==> config.mk <==
export PLATFORM = sky130hd
export DESIGN_NAME = charge_transfer_touch_sequencer
export DESIGN_NICKNAME = d
export VERILOG_FILES = /design/src/hw/rtl/cts_pkg.sv /design/src/hw/rtl/charge_transfer_touch_sequencer.sv /design/src/hw/rtl/cts_cfg_regs.sv /design/src/hw/rtl/cts_core.sv
export SDC_FILE = /design/constraint.sdc
export NUM_CORES = 1
export LEC_CHECK = 0
export BUFFER_PORTS_ARGS = -buffer_cell sky130_fd_sc_hd__buf_2
export CAP_MARGIN = 20
export CORE_UTILIZATION = 40
export DETAILED_ROUTE_END_ITERATION = 8
export GPL_ROUTABILITY_DRIVEN = 0
export SKIP_CTS_REPAIR_TIMING = 1
export SLEW_MARGIN = 15
export SYNTH_ARGS = -nofsm -noshare
export SYNTH_HDL_FRONTEND = slang
export SYNTH_SLANG_ARGS = --single-unit
==> constraint.sdc <==
create_clock -name clk_i -period 6.4 [get_ports clk_i]
set_input_delay 1.6 -clock clk_i [delete_from_list [all_inputs] [get_ports clk_i]]
set_output_delay 1.6 -clock clk_i [all_outputs]
set_load 0.005 [all_outputs]
==> src/hw/rtl/cts_pkg.sv <==
package cts_pkg;

  // word layout on the stream channels
  localparam int unsigned InTdataW  = 8;
  localparam int unsigned OutTdataW = 24;

  // configuration channel
  localparam int unsigned CfgIdxW  = 2;
  localparam int unsigned CfgDataW = 16;

  // fixed field widths
  localparam int unsigned TimerW    = 16;
  localparam int unsigned CountOutW = 16;
  localparam int unsigned CountWidthDefault = 16;

  // register reset values
  localparam logic [CfgDataW-1:0] DischargeTicksRst = 16'd500;
  localparam logic [CfgDataW-1:0] SettleTicksRst    = 16'd10;
  localparam logic [CfgDataW-1:0] MaxCountRst       = 16'd4095;

  typedef enum logic [CfgIdxW-1:0] {
    CFG_DISCHARGE_TICKS = 2'd0,
    CFG_SETTLE_TICKS    = 2'd1,
    CFG_MAX_COUNT       = 2'd2
  } cfg_idx_e;

  typedef enum logic [2:0] {
    PH_IDLE      = 3'd0,
    PH_DISCHARGE = 3'd1,
    PH_SETTLE    = 3'd2,
    PH_CHARGE    = 3'd3,
    PH_FLOAT     = 3'd4,
    PH_TRANSFER  = 3'd5,
    PH_SAMPLE    = 3'd6,
    PH_OPEN      = 3'd7
  } phase_e;

  typedef enum logic [1:0] {
    CT_FLOAT = 2'd0,
    CT_LOW   = 2'd1,
    CT_HIGH  = 2'd2
  } ct_mode_e;

  typedef struct packed {
    logic [CfgDataW-1:0] discharge_ticks;
    logic [CfgDataW-1:0] settle_ticks;
    logic [CfgDataW-1:0] max_count;
  } cfg_t;

  typedef struct packed {
    logic                 cs_drive_low;
    ct_mode_e             ct_mode;
    logic                 switches_closed;
    logic                 busy_res;
    logic                 done_res;
    logic                 timeout;
    logic [CountOutW-1:0] count;
  } res_t;

endpackage

==> src/hw/rtl/charge_transfer_touch_sequencer.sv <==
// Charge-transfer touch sequencer.
// s_axis carries one word per timing tick: start_req and the level read on the
// sampling pin. For every accepted word, m_axis returns exactly one word with
// the pin drive for that tick, busy, a one-word done pulse with the timeout
// flag and the transfer cycle count. The sequence is: discharge both
// capacitors, then repeat settle, charge, float, transfer, sample, open until
// the sampling pin reads high or max_count cycles have gone by.
// The cfg channel writes discharge_ticks (0), settle_ticks (1) and max_count
// (2); it is always ready and should only be used while no acquisition runs.
// An accepted word is held in the input register, then in the result register.
// Throughput is one word per cycle while m_axis does not stall: the input and
// result registers form a two-stage pipe with the sequencer logic between them.
// When m_axis stalls, one word waits in each register and s_axis_tready drops;
// the sequencer only steps when a word moves into the result register.
// Reset returns the sequencer to idle and the registers to their defaults.
module charge_transfer_touch_sequencer #(
  parameter int unsigned CountWidth = cts_pkg::CountWidthDefault
) (
  input  logic                          clk_i,
  input  logic                          rst_ni,
  input  logic                          s_axis_tvalid,
  output logic                          s_axis_tready,
  // [0] start_req, [1] sense_high
  input  logic [cts_pkg::InTdataW-1:0]  s_axis_tdata,
  output logic                          m_axis_tvalid,
  input  logic                          m_axis_tready,
  // [0] cs_drive_low, [2:1] ct_mode, [3] switches_closed, [4] busy_res,
  // [5] done_res, [6] timeout, [22:7] count
  output logic [cts_pkg::OutTdataW-1:0] m_axis_tdata,
  input  logic                          cfg_valid_i,
  output logic                          cfg_ready_o,
  input  logic [cts_pkg::CfgIdxW-1:0]   cfg_index_i,
  input  logic [cts_pkg::CfgDataW-1:0]  cfg_data_i
);
  import cts_pkg::*;

  cfg_t cfg;
  res_t res;

  logic                 in_valid_q;
  logic                 start_q;
  logic                 sense_q;
  logic                 out_valid_q;
  logic [OutTdataW-1:0] out_data_q, out_data_d;
  logic                 step;
  logic                 in_take;

  cts_cfg_regs u_cfg_regs (
    .clk_i       (clk_i),
    .rst_ni      (rst_ni),
    .cfg_valid_i (cfg_valid_i),
    .cfg_ready_o (cfg_ready_o),
    .cfg_index_i (cfg_index_i),
    .cfg_data_i  (cfg_data_i),
    .cfg_o       (cfg)
  );

  cts_core #(
    .CountWidth (CountWidth)
  ) u_core (
    .clk_i        (clk_i),
    .rst_ni       (rst_ni),
    .cfg_i        (cfg),
    .step_i       (step),
    .start_req_i  (start_q),
    .sense_high_i (sense_q),
    .res_o        (res)
  );

  // a word moves on when the result register is free or being emptied
  assign step          = in_valid_q && (!out_valid_q || m_axis_tready);
  assign s_axis_tready = !in_valid_q || step;
  assign in_take       = s_axis_tvalid && s_axis_tready;

  assign out_data_d = OutTdataW'({res.count, res.timeout, res.done_res, res.busy_res,
                                  res.switches_closed, res.ct_mode, res.cs_drive_low});

  always_ff @(posedge clk_i or negedge rst_ni) begin
    if (!rst_ni) begin
      in_valid_q  <= 1'b0;
      out_valid_q <= 1'b0;
    end else begin
      in_valid_q  <= in_take || (in_valid_q && !step);
      out_valid_q <= step || (out_valid_q && !m_axis_tready);
    end
  end

  always_ff @(posedge clk_i) begin
    if (in_take) begin
      start_q <= s_axis_tdata[0];
      sense_q <= s_axis_tdata[1];
    end
    if (step) begin
      out_data_q <= out_data_d;
    end
  end

  assign m_axis_tvalid = out_valid_q;
  assign m_axis_tdata  = out_data_q;

endmodule

==> src/hw/rtl/cts_cfg_regs.sv <==
module cts_cfg_regs (
  input  logic                         clk_i,
  input  logic                         rst_ni,
  input  logic                         cfg_valid_i,
  output logic                         cfg_ready_o,
  input  logic [cts_pkg::CfgIdxW-1:0]  cfg_index_i,
  input  logic [cts_pkg::CfgDataW-1:0] cfg_data_i,
  output cts_pkg::cfg_t                cfg_o
);
  import cts_pkg::*;

  cfg_t cfg_q, cfg_d;

  assign cfg_ready_o = 1'b1;

  always_comb begin
    cfg_d = cfg_q;
    if (cfg_valid_i) begin
      unique case (cfg_index_i)
        CFG_DISCHARGE_TICKS: cfg_d.discharge_ticks = cfg_data_i;
        CFG_SETTLE_TICKS:    cfg_d.settle_ticks    = cfg_data_i;
        CFG_MAX_COUNT:       cfg_d.max_count       = cfg_data_i;
        default:             cfg_d                 = cfg_q;
      endcase
    end
  end

  always_ff @(posedge clk_i or negedge rst_ni) begin
    if (!rst_ni) begin
      cfg_q.discharge_ticks <= DischargeTicksRst;
      cfg_q.settle_ticks    <= SettleTicksRst;
      cfg_q.max_count       <= MaxCountRst;
    end else begin
      cfg_q <= cfg_d;
    end
  end

  assign cfg_o = cfg_q;

endmodule

==> src/hw/rtl/cts_core.sv <==
module cts_core #(
  parameter int unsigned CountWidth = cts_pkg::CountWidthDefault
) (
  input  logic          clk_i,
  input  logic          rst_ni,
  input  cts_pkg::cfg_t cfg_i,
  input  logic          step_i,
  input  logic          start_req_i,
  input  logic          sense_high_i,
  output cts_pkg::res_t res_o
);
  import cts_pkg::*;

  localparam logic [CountWidth-1:0] CountMax = '1;

  phase_e                phase_q, phase_d;
  logic [CountWidth-1:0] count_q, count_d;
  logic [TimerW-1:0]     timer_q, timer_d;
  logic                  full_q, full_d;

  logic [TimerW-1:0]     timer_next;
  logic [TimerW-1:0]     phase_len;
  logic                  timer_exp;
  logic [32:0]           count_ext;
  logic [32:0]           max_ext;
  logic                  limit_hit;
  logic                  acq_end;

  // one shared timer for the discharge and settle phases
  assign timer_next = timer_q + TimerW'(1);
  assign phase_len  = (phase_q == PH_DISCHARGE) ? cfg_i.discharge_ticks : cfg_i.settle_ticks;
  assign timer_exp  = (timer_next >= phase_len) || (timer_next == '0);

  assign count_ext = 33'(count_q);
  assign max_ext   = 33'(cfg_i.max_count);
  assign limit_hit = (count_ext >= max_ext) || (count_q == CountMax);
  assign acq_end   = full_q || limit_hit;

  always_comb begin
    phase_d = phase_q;
    count_d = count_q;
    timer_d = timer_q;
    full_d  = full_q;
    if (step_i) begin
      unique case (phase_q) inside
        PH_IDLE: begin
          if (start_req_i) begin
            count_d = '0;
            timer_d = '0;
            full_d  = 1'b0;
            phase_d = PH_DISCHARGE;
          end
        end
        PH_DISCHARGE, PH_SETTLE: begin
          if (timer_exp) begin
            timer_d = '0;
            phase_d = (phase_q == PH_DISCHARGE) ? PH_SETTLE : PH_CHARGE;
          end else begin
            timer_d = timer_next;
          end
        end
        PH_CHARGE:   phase_d = PH_FLOAT;
        PH_FLOAT:    phase_d = PH_TRANSFER;
        PH_TRANSFER: phase_d = PH_SAMPLE;
        PH_SAMPLE: begin
          if (sense_high_i) begin
            full_d = 1'b1;
          end else if (count_q != CountMax) begin
            count_d = count_q + CountWidth'(1);
          end
          phase_d = PH_OPEN;
        end
        PH_OPEN: begin
          timer_d = '0;
          if (acq_end) begin
            full_d  = 1'b0;
            count_d = '0;
            phase_d = PH_IDLE;
          end else begin
            phase_d = PH_SETTLE;
          end
        end
      endcase
    end
  end

  // pin drive follows the phase held at the start of the tick
  always_comb begin
    res_o                 = '0;
    res_o.ct_mode         = CT_FLOAT;
    res_o.busy_res        = (phase_q != PH_IDLE);
    unique case (phase_q) inside
      PH_DISCHARGE: begin
        res_o.cs_drive_low = 1'b1;
        res_o.ct_mode      = CT_LOW;
      end
      PH_CHARGE:              res_o.ct_mode = CT_HIGH;
      PH_TRANSFER, PH_SAMPLE: res_o.switches_closed = 1'b1;
      PH_OPEN: begin
        if (acq_end) begin
          res_o.done_res = 1'b1;
          res_o.timeout  = !full_q;
          res_o.count    = count_ext[CountOutW-1:0];
        end
      end
      default: res_o.cs_drive_low = 1'b0;
    endcase
  end

  always_ff @(posedge clk_i or negedge rst_ni) begin
    if (!rst_ni) begin
      phase_q <= PH_IDLE;
      count_q <= '0;
      timer_q <= '0;
      full_q  <= 1'b0;
    end else begin
      phase_q <= phase_d;
      count_q <= count_d;
      timer_q <= timer_d;
      full_q  <= full_d;
    end
  end

`ifndef SYNTHESIS
  // idle always leaves a clean slate for the next start
  a_idle_clean: assert property (@(posedge clk_i) disable iff (!rst_ni)
    (phase_q == PH_IDLE) |-> (count_q == '0 && !full_q && timer_q == '0))
    else $error("idle with stale acquisition state");

  // timer only runs in the timed phases
  a_timer_scope: assert property (@(posedge clk_i) disable iff (!rst_ni)
    (timer_q != '0) |-> (phase_q == PH_DISCHARGE || phase_q == PH_SETTLE))
    else $error("phase timer running outside a timed phase");

  // full is only known once a sample has been taken
  a_full_scope: assert property (@(posedge clk_i) disable iff (!rst_ni)
    full_q |-> (phase_q == PH_OPEN))
    else $error("full flag set outside open phase");

  // an ending step always returns to idle
  a_done_idle: assert property (@(posedge clk_i) disable iff (!rst_ni)
    (step_i && res_o.done_res) |=> (phase_q == PH_IDLE))
    else $error("acquisition ended without returning to idle");
`endif

endmodule

==> summary.txt, run 1 <==
STA
  – Period utilization: around three fifths
  – Final setup skew: between 9 and 10 ps
  – Max Transition Viols Final: 0
  – Fmax: between 200 and 300 MHz
  – Worst hold slack: a little over 500 ps
  – RSZ-0062 raised after global routing: no
  – Smallest setup slack after layout: ~2500 ps
  – Aggregate negative setup slack: 0 ps
  – Setup violators final: 0
  – Shortest clock period the worst path allows after layout: a little under 4000 ps
  – Slew margin rel.: between 20% and 30%
  – Final hold viol count: 0
  – Worst Max-Slew Pin Slew: ~1100 ps

Detailed routing
  – Routed WL: 13,500 um
  – Antenna Violating Nets Remaining: 0
  – Post-detailed-route DRC marker count: 0
  – 1st-iter DRT viols: 414
  – Average routed wire per standard cell: between 15 and 20 um
  – First-pass iteration count of the detailed router: 5
  – Number of vias per cell after detailed routing: between 5 and 6
  – Total vias in the final route: roughly 4,600

Floorplanning
  – Core Box Area: 15,200 um^2
  – Die area: between 15,000 and 20,000 um^2
  – Height of the die: ~130 um
  – I/O pin count: 58
  – Die X-Extent: between 100 and 150 um
  – # rows: between 40 and 50
  – Starting density of the core: slightly above 40%

Pwr
  – Tot Pwr: around 2.3 mW
  – Worst vdd rail ir drop: approximately 170 uV
  – Switching share of total power: between 30% and 40%
  – Internal power consumption: roughly 1.5 mW
  – Switching component of the power: ~760 uW
  – Clock power share: between 20 and 30%
  – Total leakage power: just under 3 nW
  – Sequential power share: between 40% and 50%
  – Logic gate share of total power: 29.2%
  – Pwr dens: approximately 330 nW/um^2

CTS
  – Library cell used as clock root buffer: sky130_fd_sc_hd__clkbuf_16
  – Total CTS buffers: 9
  – Number of buffers on the longest clock path: 2
  – CTS H-tree lvls: 3
  – Latest clock arrival within the worst-skew pair: 360 ps
  – Clock tree from TritonCTS: done
  – CTS clock-pin slew for the worst setup and hold paths: 70 ps
  – Num Clock Sinks: 110

Worst setup path
  – R2R Setup Slk: around 2500 ps
  – WP depth: 11
  – Setup CP Type: flop to flop
  – Cell family contributing the most delay on the critical path: simple AND/OR/NAND/NOR gates
  – CP peak stage delay: about 860 ps
  – Data arrival time of the critical path: 4140 ps
  – Most frequent cell on the critical path: sky130_fd_sc_hd__o21ai_0
  – Kind of start point of the critical path: flop
  – RR Startpoint: u_core.phase_q[1]
  – Critical-path cell with the highest stage delay: sky130_fd_sc_hd__and2_1
  – Worst reg2reg path depth: 11
  – Number of buffer and inverter instances along the worst setup path: 1
  – Critical Path Fanout Max: 17
  – Worst reg2reg endpoint: u_core.phase_q[1]
  – Sequence of cells on the critical path: nor2_1 -> and2_1 -> mux2i_1 -> ha_1 -> a21oi_1 -> o21ai_0 -> a221oi_1 -> o21ai_0 -> buf_4 -> a2bb2oi_1 -> mux2_2
  – Data required time of the worst path: between 6000 and 7000 ps
  – CP endpoint kind: flop

Yosys
  – Part of the Yosys area used for sequential elements: between 40% and 50%
  – Cells after synthesis: around 570
  – Number of enable flip-flop cells after synthesis: 24
  – Number of synthesized register bits: 110
  – Async set or reset register ratio after synthesis: 78.2%
  – Top cell type's share of synthesized area: about a quarter
  – Primary flip-flop cell chosen by synthesis mapping: sky130_fd_sc_hd__dfrtp_1
  – Cell area after synthesis: about 6200 um^2
  – Post-Synthesis Net Count: between 600 and 700
  – Average cell area after synthesis: approximately 11 um^2
  – Synth cell types: 67
  – Synth top area cells: sky130_fd_sc_hd__dfrtp_1, sky130_fd_sc_hd__edfxtp_1, sky130_fd_sc_hd__mux2_2
  – Number of synthesis warnings: 0
  – Yosys top cell by area: sky130_fd_sc_hd__dfrtp_1

Placement
  – I/O Buffers: between 40 and 50
  – Worst-case setup slack after placement: 2520 ps
  – Total placed instance area: 6600 um^2
  – Detail Placement HPWL: 9590 um

Status
  – Result of the run: completed

Global route
  – Maximum number of pins on one net before global-route repair: 76
  – Vias in the first global route: 4,331
  – Overall overflow remaining after global route: 0
  – GR Util All Layers: about 18%
  – Antenna violations before repair: 0
  – Wire length of the first global-routing pass: ~23,000 um

Cells and area
  – Inserted Diodes: 0
  – P&R area growth vs syn: 10.9%
  – Final-stage net count: slightly below 700
  – Proportion of layout cells with a drive suffix above 1: roughly a quarter
  – Finished layout cell area: a little under 7000 um^2
  – Most frequent standard cell in the layout excluding fill and tap cells: sky130_fd_sc_hd__dfrtp_1
  – Layout fillers: approximately 1,400
  – Top library cells by usage in the layout, fill and taps aside: sky130_fd_sc_hd__dfrtp_1, sky130_fd_sc_hd__mux2_2, sky130_fd_sc_hd__buf_2

Hold path
  – Min-Delay Path Depth: 1
  – Endpoint with the worst hold slack: u_cfg_regs.cfg_o[21]
  – Min-Delay Startpoint: u_cfg_regs.cfg_o[21]
  – Min-Delay Path Class: flop to flop

Flow run
  – Max-capacitance violation count: 0
-- worst register-to-register path: stages (launching register included) --
cell and delay, ps:
sky130_fd_sc_hd__dfrtp_1 510, sky130_fd_sc_hd__nor2_1 210, sky130_fd_sc_hd__and2_1 860, sky130_fd_sc_hd__mux2i_1 370
sky130_fd_sc_hd__ha_1 310, sky130_fd_sc_hd__a21oi_1 140, sky130_fd_sc_hd__o21ai_0 90, sky130_fd_sc_hd__a221oi_1 410
sky130_fd_sc_hd__o21ai_0 150, sky130_fd_sc_hd__buf_4 210, sky130_fd_sc_hd__a2bb2oi_1 180, sky130_fd_sc_hd__mux2_2 350
-- synth_stat cells, types with 3 or more instances --
cell type and count:
sky130_fd_sc_hd__or2_2 4, sky130_fd_sc_hd__a31oi_1 15, sky130_fd_sc_hd__edfxtp_1 24, sky130_fd_sc_hd__a211oi_1 6, sky130_fd_sc_hd__nand3b_1 3, sky130_fd_sc_hd__nand2_1 34
sky130_fd_sc_hd__a211o_1 4, sky130_fd_sc_hd__mux2_2 51, sky130_fd_sc_hd__nor2_1 21, sky130_fd_sc_hd__buf_4 11, sky130_fd_sc_hd__or3_1 8, sky130_fd_sc_hd__o21a_1 3
sky130_fd_sc_hd__inv_1 33, sky130_fd_sc_hd__ha_1 35, sky130_fd_sc_hd__mux2i_1 17, sky130_fd_sc_hd__and3_1 6, sky130_fd_sc_hd__nand3_1 15, sky130_fd_sc_hd__o2111ai_1 3
sky130_fd_sc_hd__dfstp_2 20, sky130_fd_sc_hd__xnor2_1 8, sky130_fd_sc_hd__xor2_1 8, sky130_fd_sc_hd__o21ai_0 24, sky130_fd_sc_hd__dfrtp_1 66, sky130_fd_sc_hd__o31ai_1 5
sky130_fd_sc_hd__and2_1 22, sky130_fd_sc_hd__nor3_1 15, sky130_fd_sc_hd__nand2b_1 9, sky130_fd_sc_hd__a21o_1 8, sky130_fd_sc_hd__nand4_1 18, sky130_fd_sc_hd__a21oi_1 18
sky130_fd_sc_hd__buf_2 6, sky130_fd_sc_hd__clkbuf_1 9
-- cells by family after synthesis --
| family | after synthesis | share of synthesized area [%] |
|---|---|---|
| DFF | 110 | 46.4 |
| and+or+nand+nor | 174 | 15.9 |
| muxes | 68 | 11.9 |
| xor gates and xnor gates | 16 | 2.24 |
| adders and majority gates | 35 | 7.01 |
| other | 2 | 0.120 |
| AOI/OAI and AO/OA | 107 | 11.7 |
| buffers and inverters | 61 | 4.69 |
-- worst max-delay path by stage --
stage                                  from                end  slack (ps)
final                     u_core.phase_q[1]  u_core.phase_q[1]        2510
after global routing      u_core.phase_q[1]  u_core.timer_q[0]        2180
after CTS                 u_core.phase_q[1]  u_core.phase_q[1]        2490
after detailed placement  u_core.phase_q[1]  u_core.phase_q[1]        2520
after global placement    u_core.phase_q[1]  u_core.phase_q[1]        2560
after floorplan           u_core.phase_q[1]  u_core.phase_q[1]        3010
-- area by class of cell --
| cell class | count | area (um^2) | share of cell area [%] |
|---|---|---|---|
| clock buffer | 10 | 239 | 3.45 |
| clock inverter | 6 | 85.1 | 1.23 |
| inverter | 33 | 124 | 1.79 |
| multi-input combinational | 402 | 3060 | 44.2 |
| sequential | 110 | 2900 | 41.9 |
| tap | 188 | 235 | 3.40 |
| timing repair buffer | 54 | 285 | 4.12 |
-- sequential cells by signal (all words and copies together), names as in the netlist --
| signal | cells |
|---|---|
| in_valid_q | 1 |
| m_axis_tdata | 22 |
| m_axis_tvalid | 1 |
| sense_q | 1 |
| start_q | 1 |
| u_cfg_regs.cfg_o | 48 |
| u_core.count_q | 16 |
| u_core.full_q | 1 |
| u_core.phase_q | 3 |
| u_core.timer_q | 16 |
-- metal layers --
layer  track usage (%)  share of wire (%)
met4              5.25                1.5
met3              3.58                4.7
met5                 0                  0
met2              27.8                 45
met1              25.4                 48
-- power by group through the flow --
stage,logic (mW),registers [mW],clock network [mW]
finish,0.660,0.987,0.615
global route,0.745,1.01,0.654
CTS,0.666,0.986,0.628
detailed placement,0.661,0.999,0
global placement,0.638,0.991,0
floorplan,0.554,0.928,0
-- stage by stage --
| step | utilization [%] | std cells |
|---|---|---|
| after global placement | 43.4 | 787 |
| after global routing | 45.5 | 803 |
| final | 45.5 | 803 |
| after CTS | 45.5 | 803 |
| after detailed placement | 43.4 | 787 |
| after floorplan | - | 573 |
(Power assumes the default switching activity.)
==> run 2, diff against run 1 <==
==> constraint.sdc (replaced) <==
create_clock -name clk_i -period 3.53 [get_ports clk_i]
set_input_delay 0.8825 -clock clk_i [delete_from_list [all_inputs] [get_ports clk_i]]
set_output_delay 0.8825 -clock clk_i [all_outputs]
set_load 0.005 [all_outputs]
==> run 2 against run 1 <==
Compared with the run above: register-to-register slack lost 2200 ps; sequential cell count is the same; worst hold slack gained 1.9 ps; maximum frequency grew 20%; die area is the same; power grew 80%; cell count grew 1.6%; sequential share of layout area shrank 0.45 points.
==> summary.txt, run 2 (synthesis gave the netlist of run 1 again) <==
Detailed routing
  – Antenna Violating Nets Remaining: 0 (unchanged)
  – 1st-iter DRT viols: 221 (-47%)
  – First-pass iteration count of the detailed router: 5 (unchanged)
  – Number of vias per cell after detailed routing: 5.50 (-3.1%)
  – Total vias in the final route: 4,492 (-1.5%)
  – Routed WL: 13,400 um (-0.76%)
  – Average routed wire per standard cell: 16.4 um (-2.3%)
  – Post-detailed-route DRC marker count: 0 (unchanged)

Pwr
  – Sequential power share: 42.3% (-1.3 points)
  – Total leakage power: 3.04 nW (+1.9%)
  – Clock power share: 25.0% (-2.2 points)
  – Logic gate share of total power: 32.8% (+3.6 points)
  – Worst vdd rail ir drop: 296 uV (+76%)
  – Switching share of total power: 33.5% (-0.17 points)
  – Tot Pwr: 4.07 mW (+80%)
  – Internal power consumption: 2.70 mW (+80%)
  – Switching component of the power: 1.36 mW (+79%)
  – Pwr dens: 581 nW/um^2 (+78%)

STA
  – Max Transition Viols Final: 0 (unchanged)
  – Aggregate negative setup slack: 0 ps (unchanged)
  – Fmax: 308 MHz (+20%)
  – Final hold viol count: 0 (unchanged)
  – Slew margin rel.: 36.5% (+7.0 points)
  – Worst hold slack: 507 ps (+1.86 ps)
  – RSZ-0062 raised after global routing: no
  – Period utilization: 91.9% (+31 points)
  – Worst Max-Slew Pin Slew: 950 ps (-108 ps)
  – Final setup skew: 9.92 ps (+0.316 ps)
  – Shortest clock period the worst path allows after layout: 3240 ps (-646 ps)
  – Setup violators final: 0 (unchanged)

Cells and area
  – Most frequent standard cell in the layout excluding fill and tap cells: sky130_fd_sc_hd__dfrtp_1
  – Final-stage net count: 689 (+1.9%)
  – Cell Count, Final, Fillers Out: 816 (+1.6%)
  – Proportion of layout cells with a drive suffix above 1: 27.1% (+1.5 points)
  – Number of flip-flops under the largest register name: 48 (unchanged)
  – Inserted Diodes: 0 (unchanged)
  – Top library cells by usage in the layout, fill and taps aside: sky130_fd_sc_hd__dfrtp_1, sky130_fd_sc_hd__mux2_2, sky130_fd_sc_hd__buf_2
  – P&R area growth vs syn: 12.1%

Floorplanning
  – Core Box Area: 15,200 um^2 (unchanged)
  – # rows: 45 (unchanged)
  – Starting density of the core: 41.1% (unchanged)
  – Die area: 16,100 um^2 (unchanged)
  – Height of the die: 127 um (unchanged)
  – I/O pin count: 58 (unchanged)
  – Die X-Extent: 127 um (unchanged)

CTS
  – Number of buffers on the longest clock path: 2 (unchanged)
  – Clock tree from TritonCTS: done
  – Library cell used as clock root buffer: sky130_fd_sc_hd__clkbuf_16
  – Total CTS buffers: 9 (unchanged)
  – Num Clock Sinks: 110 (unchanged)
  – CTS H-tree lvls: 3 (unchanged)
  – Latest clock arrival within the worst-skew pair: 350 ps (about the same)
  – CTS clock-pin slew for the worst setup and hold paths: 70 ps (about the same)

Placement
  – I/O Buffers: 49 (unchanged)
  – Detail Placement HPWL: 9880 um (+3.0%)
  – Placed insts: 800 (+1.7%)

Global route
  – Vias in the first global route: 4,421 (+2.1%)
  – GR Util All Layers: 17.5% (-0.43 points)
  – Overall overflow remaining after global route: 0 (unchanged)
  – Antenna violations before repair: 0 (unchanged)
  – Maximum number of pins on one net before global-route repair: 46 (-39%)
  – Wire length of the first global-routing pass: 22,100 um (-2.1%)

Worst setup path
  – Data required time of the worst path: 3800 ps (-2850 ps)
  – Critical Path Fanout Max: 10 (-7)
  – Data arrival time of the critical path: 3520 ps (-620 ps)
  – Setup CP Type: flop to flop
  – CP endpoint kind: flop
  – Kind of start point of the critical path: flop

Flow run
  – Max-capacitance violation count: 0 (unchanged)

Hold path
  – Min-Delay Path Class: flop to flop

Status
  – Result of the run: completed
[run 2: changes by cell type in the layout (fill, tap and decap cells not counted)]
cell	change
sky130_fd_sc_hd__clkbuf_16	+2
sky130_fd_sc_hd__nor3_1	-1
sky130_fd_sc_hd__nor3_2	+1
sky130_fd_sc_hd__buf_4	+13
sky130_fd_sc_hd__clkbuf_1	+2
sky130_fd_sc_hd__dfrtp_2	+1
sky130_fd_sc_hd__bufinv_16	-2
sky130_fd_sc_hd__clkbuf_8	-1
sky130_fd_sc_hd__dfrtp_1	-1
sky130_fd_sc_hd__clkinvlp_4	-2
sky130_fd_sc_hd__clkinv_2	+1
[run 2: area by class of cell]
cell class / instances / area, um^2
Tap cell: 188 / 235
Fill cell: 1434 / 8200
Timing Repair Buffer: 67 / 383
Inverter: 33 / 124
Multi-Input combinational cell: 402 / 3060
Sequential cell: 110 / 2900
Clock buffer: 13 / 283
Clock inverter: 3 / 15.0
[run 2: stage by stage]
| stage | util, % | area [um^2] | setup slack [ps] |
|---|---|---|---|
| after CTS | 46.0 | 7000 | 203 |
| final | 46.1 | 7000 | 286 |
| after global placement | 44.1 | 6700 | 281 |
| after detailed placement | 44.1 | 6700 | 208 |
| after floorplan | - | 6240 | 135 |
| after global routing | 46.1 | 7000 | 25.2 |
[run 2: final timing paths]
check                      slack [ps]              endpoint                  from  cells after the start
setup / recovery                  290    u_core.timer_q[15]     u_core.timer_q[4]                     13
hold / removal                    510  u_cfg_regs.cfg_o[25]  u_cfg_regs.cfg_o[25]                      1
setup reg to reg                  290    u_core.timer_q[15]     u_core.timer_q[4]                     13
hold reg to reg                   510  u_cfg_regs.cfg_o[25]  u_cfg_regs.cfg_o[25]                      1
max in group asynchronous        2220  u_cfg_regs.cfg_o[11]                rst_ni                      2
min in group asynchronous         530     u_core.timer_q[2]                rst_ni                      1
[run 2: worst max-delay path: stages (launching register included)]
cell and delay (ps):
sky130_fd_sc_hd__dfrtp_1 490, sky130_fd_sc_hd__and3_1 380, sky130_fd_sc_hd__nand3_4 140, sky130_fd_sc_hd__nor2_1 120, sky130_fd_sc_hd__nand3_1 140, sky130_fd_sc_hd__xnor2_1 240, sky130_fd_sc_hd__ha_1 280, sky130_fd_sc_hd__nand4_1 120
sky130_fd_sc_hd__o311ai_1 120, sky130_fd_sc_hd__a221oi_1 270, sky130_fd_sc_hd__o21ai_0 180, sky130_fd_sc_hd__buf_4 200, sky130_fd_sc_hd__or4_1 390, sky130_fd_sc_hd__o21ai_0 80
[run 2: power by group through the flow]
stage                     sequential [mW]  combinational (mW)  clock, mW
after floorplan                      1.68                1.00          0
after detailed placement             1.74                1.33          0
final                                1.72                1.33       1.01
after global placement               1.73                1.29          0
after CTS                            1.72                1.34       1.05
after global routing                 1.75                1.50       1.09
[run 2: routing by layer]
layer | vias to the layer above | track usage (%) | wire, um
met2 | 96 | 27.2 | 6060
met3 | 14 | 3.58 | 518
li1 | 2200 | - | -
met5 | - | 0 | 0
met1 | 2182 | 24.4 | 6570
met4 | 0 | 5.95 | 231
==> run 3, diff against run 2 <==
--- a/config.mk
+++ b/config.mk
@@ -5,13 +5,13 @@
 export SDC_FILE = /design/constraint.sdc
 export NUM_CORES = 1
 export LEC_CHECK = 0
-export BUFFER_PORTS_ARGS = -buffer_cell sky130_fd_sc_hd__buf_2
+export ABC_AREA = 1
+export BUFFER_PORTS_ARGS = -buffer_cell sky130_fd_sc_hd__buf_4
 export CAP_MARGIN = 20
 export CORE_UTILIZATION = 40
 export DETAILED_ROUTE_END_ITERATION = 8
 export GPL_ROUTABILITY_DRIVEN = 0
 export SKIP_CTS_REPAIR_TIMING = 1
-export SLEW_MARGIN = 15
 export SYNTH_ARGS = -nofsm -noshare
 export SYNTH_HDL_FRONTEND = slang
 export SYNTH_SLANG_ARGS = --single-unit
==> run 3 against run 2 <==
Compared with the run above: cell count increased by 22%; non-clock buffer count shrank 9; sequential cell count stayed put; maximum frequency grew 3.1%; clock skew is 2.3 ps lower; area after synthesis shrank 0.34%; sequential share of layout area shrank 0.24 points; routed wire length is 2.0% higher; worst setup slack better by 96 ps; first-iteration DRC count grew 76%; synthesized cell count is 32% higher; critical endpoint is now u_core.phase_q[1]; largest power group unchanged.
==> summary.txt, run 3 <==
Yosys
  – Cell area after synthesis: 6220 um^2 (-0.34%)
  – Synth top area cells: sky130_fd_sc_hd__dfrtp_1, sky130_fd_sc_hd__nand2_1, sky130_fd_sc_hd__edfxtp_1
  – Part of the Yosys area used for sequential elements: 46.6% (+0.16 points)
  – Post-synth top cells: sky130_fd_sc_hd__nand2_1, sky130_fd_sc_hd__inv_1, sky130_fd_sc_hd__dfrtp_1
  – Average cell area after synthesis: 8.24 um^2 (-24%)
  – Number of synthesized register bits: 110 (unchanged)
  – Yosys top cell by area: sky130_fd_sc_hd__dfrtp_1
  – Number of enable flip-flop cells after synthesis: 24 (unchanged)
  – Async set or reset register ratio after synthesis: 78.2% (unchanged)
  – Primary flip-flop cell chosen by synthesis mapping: sky130_fd_sc_hd__dfrtp_1
  – Most repeated cell in the gate-level netlist after synthesis: sky130_fd_sc_hd__nand2_1
  – Cells after synthesis: 755 (+32%)
  – Post-Synthesis Net Count: 821 (+28%)
  – Top cell type's share of synthesized area: 26.5% (+0.090 points)
  – Synth cell types: 38 (-43%)
  – Number of synthesis warnings: 0 (unchanged)

Placement
  – I/O Buffers: 49 (unchanged)
  – Worst-case setup slack after placement: 415 ps (+207 ps)
  – Detail Placement HPWL: 10,200 um (+3.5%)

Detailed routing
  – First-pass iteration count of the detailed router: 5 (unchanged)
  – Antenna Violating Nets Remaining: 0 (unchanged)
  – Average routed wire per standard cell: 13.8 um (-16%)
  – Routed WL: 13,600 um (+2.0%)
  – Post-detailed-route DRC marker count: 0 (unchanged)
  – 1st-iter DRT viols: 389 (+76%)
  – Total vias in the final route: 4,994 (+11%)
  – Number of vias per cell after detailed routing: 5.03 (-8.5%)

CTS
  – CTS clock-pin slew for the worst setup and hold paths: 70 ps (about the same)
  – CTS H-tree lvls: 3 (unchanged)
  – Latest clock arrival within the worst-skew pair: 350 ps (about the same)
  – Clock tree from TritonCTS: done
  – Num Clock Sinks: 110 (unchanged)
  – Library cell used as clock root buffer: sky130_fd_sc_hd__clkbuf_16
  – Number of buffers on the longest clock path: 2 (unchanged)
  – Total CTS buffers: 9 (unchanged)

Hold path
  – Min-Delay Path Class: primary input to asynchronous set/reset pin

Worst setup path
  – Setup CP Type: flop to flop
  – Data required time of the worst path: 3770 ps (-30 ps)
  – Data arrival time of the critical path: 3390 ps (-130 ps)
  – RR Startpoint: u_core.phase_q[0]
  – Worst reg2reg path depth: 13 (unchanged)
  – Worst reg2reg endpoint: u_core.phase_q[1]
  – Kind of start point of the critical path: flop
  – Critical Path Fanout Max: 20 (+10)
  – R2R Setup Slk: 380 ps (+100 ps)
  – CP endpoint kind: flop

Floorplanning
  – Die X-Extent: 127 um (-0.17%)
  – Starting density of the core: 40.9% (-0.14 points)
  – I/O pin count: 58 (unchanged)
  – # rows: 45 (unchanged)
  – Core Box Area: 15,200 um^2 (unchanged)
  – Height of the die: 127 um (-0.17%)
  – Die area: 16,100 um^2 (-0.34%)

Cells and area
  – P&R area growth vs syn: 13.1%
  – Most frequent standard cell in the layout excluding fill and tap cells: sky130_fd_sc_hd__nand2_1
  – Final-stage net count: 865 (+26%)
  – Final core area utilization: 46.3% (+0.25 points)
  – Top library cells by usage in the layout, fill and taps aside: sky130_fd_sc_hd__nand2_1, sky130_fd_sc_hd__inv_1, sky130_fd_sc_hd__dfrtp_1
  – Inserted Diodes: 0 (unchanged)
  – Proportion of layout cells with a drive suffix above 1: 16.4% (-11 points)
  – Number of flip-flops under the largest register name: 48 (unchanged)

Pwr
  – Worst vdd rail ir drop: 285 uV (-3.6%)
  – Total leakage power: 3.31 nW (+9.1%)
  – Tot Pwr: 3.59 mW (-12%)
  – Pwr dens: 510 nW/um^2 (-12%)

Global route
  – Vias in the first global route: 4,842 (+9.5%)
  – Antenna violations before repair: 0 (unchanged)
  – Maximum number of pins on one net before global-route repair: 37 (-20%)
  – GR Util All Layers: 18.4% (+0.83 points)
  – Overall overflow remaining after global route: 0 (unchanged)
  – Met2 Track Usage GR: 29.8% (+2.6 points)
  – Met3 track demand over resource in global routing: 2.40% (-1.2 points)
  – Routing usage on met1: 25.0% (+0.62 points)
  – Layer carrying the most global-route usage: met2
  – Wire length of the first global-routing pass: 23,400 um (+5.8%)

STA
  – Aggregate negative setup slack: 0 ps (unchanged)
  – Period utilization: 89.2% (-2.7 points)
  – Shortest clock period the worst path allows after layout: 3150 ps (-96.2 ps)
  – Smallest setup slack after layout: 382 ps (+96.2 ps)
  – Final setup skew: 7.63 ps (-2.29 ps)
  – Setup violators final: 0 (unchanged)
  – RSZ-0062 raised after global routing: no
  – Worst Max-Slew Pin Slew: 793 ps (-156 ps)
  – Slew margin rel.: 46.9% (+10 points)
  – Final hold viol count: 0 (unchanged)
  – Fmax: 318 MHz (+3.1%)
  – Max Transition Viols Final: 0 (unchanged)

Status
  – Result of the run: completed

Flow run
  – Max-capacitance violation count: 0 (unchanged)
==> run 3: changes by cell type after synthesis, moves of 14 or more <==
| cell | previous run | this run |
|---|---|---|
| sky130_fd_sc_hd__a31oi_1 | 15 | 0 |
| sky130_fd_sc_hd__and2_1 | 22 | 0 |
| sky130_fd_sc_hd__inv_1 | 33 | 100 |
| sky130_fd_sc_hd__mux2_2 | 51 | 1 |
| sky130_fd_sc_hd__nand2_1 | 34 | 207 |
| sky130_fd_sc_hd__nor2_1 | 21 | 56 |
| sky130_fd_sc_hd__nor2_2 | 0 | 14 |
| sky130_fd_sc_hd__o21ai_0 | 24 | 62 |
==> run 3: worst max-delay path by stage <==
stage | start | to | slack (ps) | cells past startpoint
6_report | u_core.phase_q[0] | u_core.phase_q[1] | 380 | 13
2_1_floorplan | m_axis_tready | u_core.count_q[14] | 300 | 8
3_5_place_dp | u_core.phase_q[0] | u_core.phase_q[1] | 420 | 13
5_1_grt | u_core.phase_q[0] | u_core.phase_q[1] | 70 | 14
3_3_place_gp | u_core.phase_q[0] | u_core.phase_q[1] | 500 | 14
4_1_cts | u_core.phase_q[0] | u_core.phase_q[1] | 390 | 14
==> run 3: area by class of cell <==
cell class	instances	area (um^2)
Tap cell	188	235
Multi-Input combinational cell	517	2790
Fill cell	1458	8160
Clock buffer	12	268
Timing Repair Buffer	58	435
Sequential cell	110	2900
Inverter	103	387
Clock inverter	4	28.8
==> run 3: stage by stage <==
step	instance area, um^2	instances	hold WS, ps
after global routing	7040	992	507
after CTS	7040	992	490
after global placement	6740	976	464
final	7040	992	473
after floorplan	6220	755	447
after detailed placement	6740	976	473
==> run 3: cells by family after synthesis <==
| family | share of synthesized area [%] |
|---|---|
| other | 0.121 |
| muxes | 2.59 |
| DFF | 46.6 |
| AOI/OAI and AO/OA | 8.65 |
| adders and majority gates | 7.04 |
| and+or+nand+nor | 25.8 |
| buffers and inverters | 8.69 |
| xor gates and xnor gates | 0.563 |
==> run 3: where the power goes <==
part           switching [mW]  internal, mW  leakage [nW]
clock                   0.467         0.543         0.146
combinational           0.644         0.350          1.85
sequential              0.105          1.48          1.32
==> run 3: metal layers <==
| metal | vias up | wire (um) |
|---|---|---|
| met4 | 0 | 280 |
| met3 | 21 | 471 |
| met5 | - | 0 |
| li1 | 2534 | - |
| met2 | 107 | 6310 |
| met1 | 2332 | 6580 |
==> run 3: worst max-delay path, stage by stage, from the launching register on <==
cell	delay (ps)
sky130_fd_sc_hd__dfrtp_1	430
sky130_fd_sc_hd__inv_1	110
sky130_fd_sc_hd__nor2_1	160
sky130_fd_sc_hd__inv_1	70
sky130_fd_sc_hd__nor2_2	180
sky130_fd_sc_hd__buf_4	310
sky130_fd_sc_hd__mux2i_1	310
sky130_fd_sc_hd__ha_1	300
sky130_fd_sc_hd__a21oi_1	150
sky130_fd_sc_hd__a21oi_1	80
sky130_fd_sc_hd__nor3_1	180
sky130_fd_sc_hd__nand3_2	410
sky130_fd_sc_hd__nand3_1	260
sky130_fd_sc_hd__nand2_1	70
